$ cat src/hw/rtl/lpu_pkg.sv
// Shared types, constants and fixed-point helpers of the lens point undistortion block.
package lpu_pkg;

   localparam int ITERATIONS_DEF = 5;
   localparam logic signed [23:0] RADIAL_K3_DEF = 24'sd0;

   localparam int PIX_W = 16;
   localparam int COEF_W = 24;
   localparam int OUT_W = 18;
   localparam int FRAC = 28;
   localparam int CFRAC = 20;
   localparam int CSR_IDX_W = 3;

   // Normalizing divider: 16 magnitude bits followed by 28 fraction bits.
   localparam int NORM_BITS = 44;
   localparam int NORM_RADIX = 4;
   localparam int NORM_STEPS = NORM_BITS / NORM_RADIX;

   // Pipeline depth of one correction iteration.
   localparam int ITER_STAGES = 12;

   localparam logic signed [47:0] Q_ONE = 48'sd268435456;
   localparam logic signed [47:0] SAT_MAX = 48'sd2147483647;
   localparam logic signed [47:0] SAT_MIN = -48'sd2147483648;
   localparam logic signed [23:0] OUT_MAX = 24'sd131071;
   localparam logic signed [23:0] OUT_MIN = -24'sd131072;

   typedef enum logic [CSR_IDX_W-1:0] {
      CSR_FOCAL_X = 3'd0,
      CSR_FOCAL_Y = 3'd1,
      CSR_CENTER_X = 3'd2,
      CSR_CENTER_Y = 3'd3,
      CSR_RADIAL_K1 = 3'd4,
      CSR_RADIAL_K2 = 3'd5,
      CSR_TANGENTIAL_P1 = 3'd6,
      CSR_TANGENTIAL_P2 = 3'd7
   } csr_idx_type;

   typedef struct packed {
      logic [PIX_W-1:0] focal_x;
      logic [PIX_W-1:0] focal_y;
      logic [PIX_W-1:0] center_x;
      logic [PIX_W-1:0] center_y;
      logic signed [COEF_W-1:0] k1;
      logic signed [COEF_W-1:0] k2;
      logic signed [COEF_W-1:0] p1;
      logic signed [COEF_W-1:0] p2;
   } lpu_cfg_type;

   // One item as it travels down the pipeline.
   typedef struct packed {
      logic valid;
      logic byp;
      logic [PIX_W-1:0] px;
      logic [PIX_W-1:0] py;
      logic signed [31:0] x0;
      logic signed [31:0] y0;
      logic signed [31:0] xu;
      logic signed [31:0] yu;
   } lpu_item_type;

   function automatic logic signed [31:0] sat32(input logic signed [47:0] v);
      if (v > SAT_MAX) return 32'sh7fffffff;
      if (v < SAT_MIN) return -32'sh80000000;
      return v[31:0];
   endfunction

   // Q4.28 product back to Q4.28: round half up, then saturate.
   function automatic logic signed [31:0] mulq_fin(input logic signed [63:0] p);
      logic signed [63:0] t;
      t = (p + 64'sd134217728) >>> FRAC;
      return sat32($signed(t[47:0]));
   endfunction

   // Q4.20 coefficient product back to Q4.28 scale, round half up.
   function automatic logic signed [37:0] mulc_fin(input logic signed [57:0] p);
      logic signed [57:0] t;
      t = (p + 58'sd524288) >>> CFRAC;
      return $signed(t[37:0]);
   endfunction

endpackage

$ cat src/hw/rtl/lpu_out.sv
// Back-projection to pixels with 18-bit saturation, and the result register.
module lpu_out (
   input  logic                        clock,
   input  logic                        reset,
   input  logic                        en,
   input  lpu_pkg::lpu_cfg_type        cfg,
   input  lpu_pkg::lpu_item_type       item_in,
   output logic                        out_valid,
   output logic signed [lpu_pkg::OUT_W-1:0] out_x,
   output logic signed [lpu_pkg::OUT_W-1:0] out_y,
   output logic                        out_clip,
   output logic                        out_byp
);
   import lpu_pkg::*;

   lpu_item_type tag_ff;
   logic signed [48:0] pvx_ff, pvy_ff;
   logic signed [48:0] rx_t, ry_t;
   logic signed [23:0] rx_in, ry_in;
   logic [PIX_W-1:0] fx, fy;
   logic valid_ff, clip_ff, byp_ff;
   logic signed [OUT_W-1:0] x_ff, y_ff;
   logic signed [OUT_W-1:0] x_in, y_in;
   logic clip_in;

   assign fx = (cfg.focal_x == '0) ? PIX_W'(1) : cfg.focal_x;
   assign fy = (cfg.focal_y == '0) ? PIX_W'(1) : cfg.focal_y;

   // Round the scaled value, add the center and saturate.
   always_comb begin
      rx_t = (pvx_ff + 49'sd134217728) >>> FRAC;
      ry_t = (pvy_ff + 49'sd134217728) >>> FRAC;
      rx_in = $signed(rx_t[23:0]) + $signed({8'd0, cfg.center_x});
      ry_in = $signed(ry_t[23:0]) + $signed({8'd0, cfg.center_y});
      clip_in = 1'b0;
      if (rx_in > OUT_MAX) begin
         x_in = OUT_MAX[OUT_W-1:0];
         clip_in = 1'b1;
      end else if (rx_in < OUT_MIN) begin
         x_in = OUT_MIN[OUT_W-1:0];
         clip_in = 1'b1;
      end else begin
         x_in = rx_in[OUT_W-1:0];
      end
      if (ry_in > OUT_MAX) begin
         y_in = OUT_MAX[OUT_W-1:0];
         clip_in = 1'b1;
      end else if (ry_in < OUT_MIN) begin
         y_in = OUT_MIN[OUT_W-1:0];
         clip_in = 1'b1;
      end else begin
         y_in = ry_in[OUT_W-1:0];
      end
      if (tag_ff.byp) begin
         x_in = $signed({2'b00, tag_ff.px});
         y_in = $signed({2'b00, tag_ff.py});
         clip_in = 1'b0;
      end
   end

   always_ff @(posedge clock) begin
      if (en) begin
         pvx_ff <= item_in.xu * $signed({1'b0, fx});
         pvy_ff <= item_in.yu * $signed({1'b0, fy});
         x_ff <= x_in;
         y_ff <= y_in;
         clip_ff <= clip_in;
         byp_ff <= tag_ff.byp;
      end
      if (reset) begin
         tag_ff.valid <= 1'b0;
         valid_ff <= 1'b0;
      end else if (en) begin
         tag_ff <= item_in;
         valid_ff <= tag_ff.valid;
      end
   end

   assign out_valid = valid_ff;
   assign out_x = x_ff;
   assign out_y = y_ff;
   assign out_clip = clip_ff;
   assign out_byp = byp_ff;

endmodule

$ cat config.mk
export PLATFORM = sky130hd
export DESIGN_NAME = lpu_out
export DESIGN_NICKNAME = d
export VERILOG_FILES = /design/src/hw/rtl/lpu_pkg.sv /design/src/hw/rtl/lpu_out.sv
export SDC_FILE = /design/constraint.sdc
export NUM_CORES = 2
export LEC_CHECK = 0
export BUFFER_PORTS_ARGS = -buffer_cell sky130_fd_sc_hd__buf_2
export CORE_MARGIN = 10
export CORE_UTILIZATION = 55
export CTS_CLUSTER_DIAMETER = 30
export CTS_CLUSTER_SIZE = 16
export DETAILED_ROUTE_END_ITERATION = 8
export PLACE_DENSITY = 0.72
export SLEW_MARGIN = 10
export SYNTH_ARGS = -nofsm -noshare
export SYNTH_HDL_FRONTEND = slang
export SYNTH_SLANG_ARGS = --single-unit
$ cat constraint.sdc
create_clock -name clock -period 10.6 [get_ports clock]
set_clock_uncertainty 0.2 [all_clocks]
set_input_delay 2.12 -clock clock [delete_from_list [all_inputs] [get_ports clock]]
set_output_delay 2.12 -clock clock [all_outputs]
set_load 0.05 [all_outputs]
==> flow_metrics.tcl <==
set metrics [dict create \
    synth_flop_cell "edfxtp_1" \
    cpPeakStageDelay_ns 0.65 \
    fp.dieW_um 294 \
    endpoint_kind "register" \
    vias 29900 \
    die_area_um2 86400 \
    hold_violations 0 \
    synth_top_area_frac 0.473 \
    layout-drive-gt1-share 0.0597 \
    synthDistinctLibCells 80 \
    clock_latency_ns 0.42 \
    initial_utilization 0.555 \
    synth_warnings 0 \
    r2r_end "out_y[6]$_DFFE_PP_" \
    reg2reg_slack_ns 5.24 \
    ys_ff_latch 117 \
    gp_congestion 0.876 \
    final-max-slew-violation-count 0 \
    synth_nets 6074 \
    reg2reg_depth 17 \
    final.setup.tns_ns 0 \
    final_cells 5548 \
    rsz0062_at_grt "no" \
    crit_fanout 33 \
    fp.coreArea_um2 74400 \
    synthToLayoutAreaGrowth_pct 5.38 \
    antenna_found_initial 8 \
    cts-root-buf "clkbuf_16" \
    crit_type "in -> reg" \
    cts_hold_buf 0 \
    slew_headroom 0.334 \
    syn_area_um2 41300 \
    hold_start "tag_ff[161]$_SDFFE_PP0P_" \
    grt_first_pass_wirelength_um 171000 \
    slowest_stage "buf_2" \
    synth_area_leaders "fa_1 47%, inv_1 11%, edfxtp_1 8.4%" \
    tightest_slew_ns 0.999 \
    post-route-min-period_ns 9.19 \
    arrival_ns 9.14 \
    routed_wl_um 104000 \
    hold_class "reg -> reg" \
    grt_usage 0.250 \
    numClockSinks 117 \
    synth-edff-count 115 \
    post_cts_resized 0 \
    h-tree-depth 4 \
    synthCells 4509 \
    status "completed" \
    nNetsFinal 6126 \
    postRouteAntennaNets 0 \
    holdWs_ns 0.306 \
    num_rows 100 \
    reg2reg_from "pvy_ff[27]$_DFFE_PP_" \
    ys_seq_area_frac 0.0846 \
    port_buffers 203 \
    hold_end "tag_ff[161]$_SDFFE_PP0P_" \
    numCtsBuffers 17 \
    holdPathStages 2 \
    ctsLongestPathBuffers 2 \
    nFillCells 6557 \
    path_clk_slew_ns 0.07 \
    drtPass1Iterations 5 \
    syn_area_per_cell_um2 9.16 \
    setup_violations 0 \
    maxCapViolations 0 \
    ys_async_sr_fraction 0 \
    grt_pass1_vias 33200 \
    post-dp-hpwl_um 81200 \
    viasPerCell 5.39 \
    io_pins 364 \
    synth.largest_area_cell "fa_1" \
    cp.required_ns 10.56 \
    post_cts_buffers 0 \
    drc 0 \
    critPathLaunchType "input pin" \
    wl_per_cell_um 18.7 \
    dp_cells 5511 \
    path_cells "buf_2 > and2_1 > fa_1 > inv_1 > fa_1 > fa_1 > inv_1 > fa_1 > fa_1 > inv_1 > fa_1 > inv_1 > ha_1 > nand3_1 > a211oi_1 > a221o_1 > o2111ai_1 > a31oi_1 > o2111ai_1 > a21oi_1 > a211oi_2 > a21oi_1 > a21oi_1 > xnor2_1" \
    grt_start_max_net_pins 54 \
    drt-initial-drc-count 1611 \
    fmaxAchievable_ghz 0.109 \
    finalCritPeriodShare 0.867 \
    cts_tree "done" \
    fp.dieH_um 294 \
    startpoint "cfg[131]" \
    critPathMostFrequentCell "fa_1" \
    grt_overflow 0 \
]
[metrics by stage]
| step | cell area [um^2] | worst slack, ns | utilization |
|---|---|---|---|
| global route | 43500 | 1.06 | 0.584 |
| CTS | 43500 | 1.39 | 0.584 |
| global placement | 42900 | 1.03 | 0.576 |
| detailed placement | 42900 | 0.973 | 0.576 |
| floorplan | 41300 | 2.30 | - |
| finish | 43500 | 1.41 | 0.584 |
[worst max path at each step]
stage	end	slack (ns)	cells past startpoint
finish	pvy_ff[48]$_DFFE_PP_	1.41	24
global route	pvy_ff[48]$_DFFE_PP_	1.06	24
CTS	pvy_ff[48]$_DFFE_PP_	1.39	24
detailed placement	pvy_ff[48]$_DFFE_PP_	0.97	24
global placement	pvy_ff[48]$_DFFE_PP_	1.03	24
floorplan	pvy_ff[48]$_DFFE_PP_	2.30	23
[routing by layer]
metal  vias to the layer above  track usage  part of all wire
met3                       289       0.0391             0.065
met5                         -      0.00290           0.00023
met4                         2       0.0877             0.041
li1                      13300            -                 -
met1                     15200        0.299              0.38
met2                      1129        0.450              0.51
[registers in the layout, summed over array words and instances (netlist names)]
name,flops
tag_ff,34
out_x,18
pvx_ff,22
pvy_ff,22
out_y,18
out_clip,1
out_valid,1
out_byp,1
[kinds of logic after synthesis]
logic type | count (synthesis) | synth area share
adder cells (fa/ha/maj) | 1240 | 0.553
multiplexers | 4 | 0.000970
AND/OR/NAND/NOR | 1348 | 0.161
buffers and inverters | 1371 | 0.126
flip-flops | 117 | 0.0846
XOR/XNOR | 122 | 0.0259
AO/OA/AOI/OAI | 307 | 0.0484
[synth_stat cells (all sizes together), types with 4 or more instances]
master / instances
inv: 1192
fa: 976
nand2: 654
and2: 461
ha: 264
clkbuf: 171
edfxtp: 115
a21oi: 111
xnor2: 86
nor2: 58
o21ai: 52
a21o: 46
nor2b: 39
xor2: 36
nand3: 35
nor3: 23
nand4: 20
and3: 18
o21a: 13
a211oi: 12
nor4: 10
a31oi: 9
buf: 8
o211ai: 8
o21bai: 8
a41o: 7
and4: 7
nand2b: 6
or2: 6
or3: 6
mux2i: 4
o2111ai: 4
[worst max-delay path, delay by kind of cell]
family / cells / cell delay (ns)
xor gates and xnor gates: 1 / 0.42
adders and majority gates: 7 / 3.14
buffers and inverters: 5 / 0.89
and+or+nand+nor: 2 / 0.34
AOI/OAI and AO/OA: 9 / 2.22
[cells in the final DEF (no fill, tap or decap), drive strengths merged, types with 35 or more instances in the layout]
cell type and count:
a21o 46, fa 976, nor2 58, xor2 36
a21oi 111, nand2 654, inv 1201, o21ai 52
nor2b 39, xnor2 86, ha 264, edfxtp 115
buf 212, nand3 35, and2 461
[area by class of cell]
cell class              count  area (um^2)  area share
clock buffers              17          425     0.00978
flip-flops and latches    117         3490      0.0803
clock inverters            15          185     0.00426
diodes                      5         12.5    0.000288
repair buffers            212         1090      0.0250
well taps                 969         1210      0.0279
multi-input cells        3021        32600       0.750
inverters                1192         4470       0.103
Power is not shown: default switching activity piles up to over one toggle a cycle in this logic, so the estimate is an artifact.
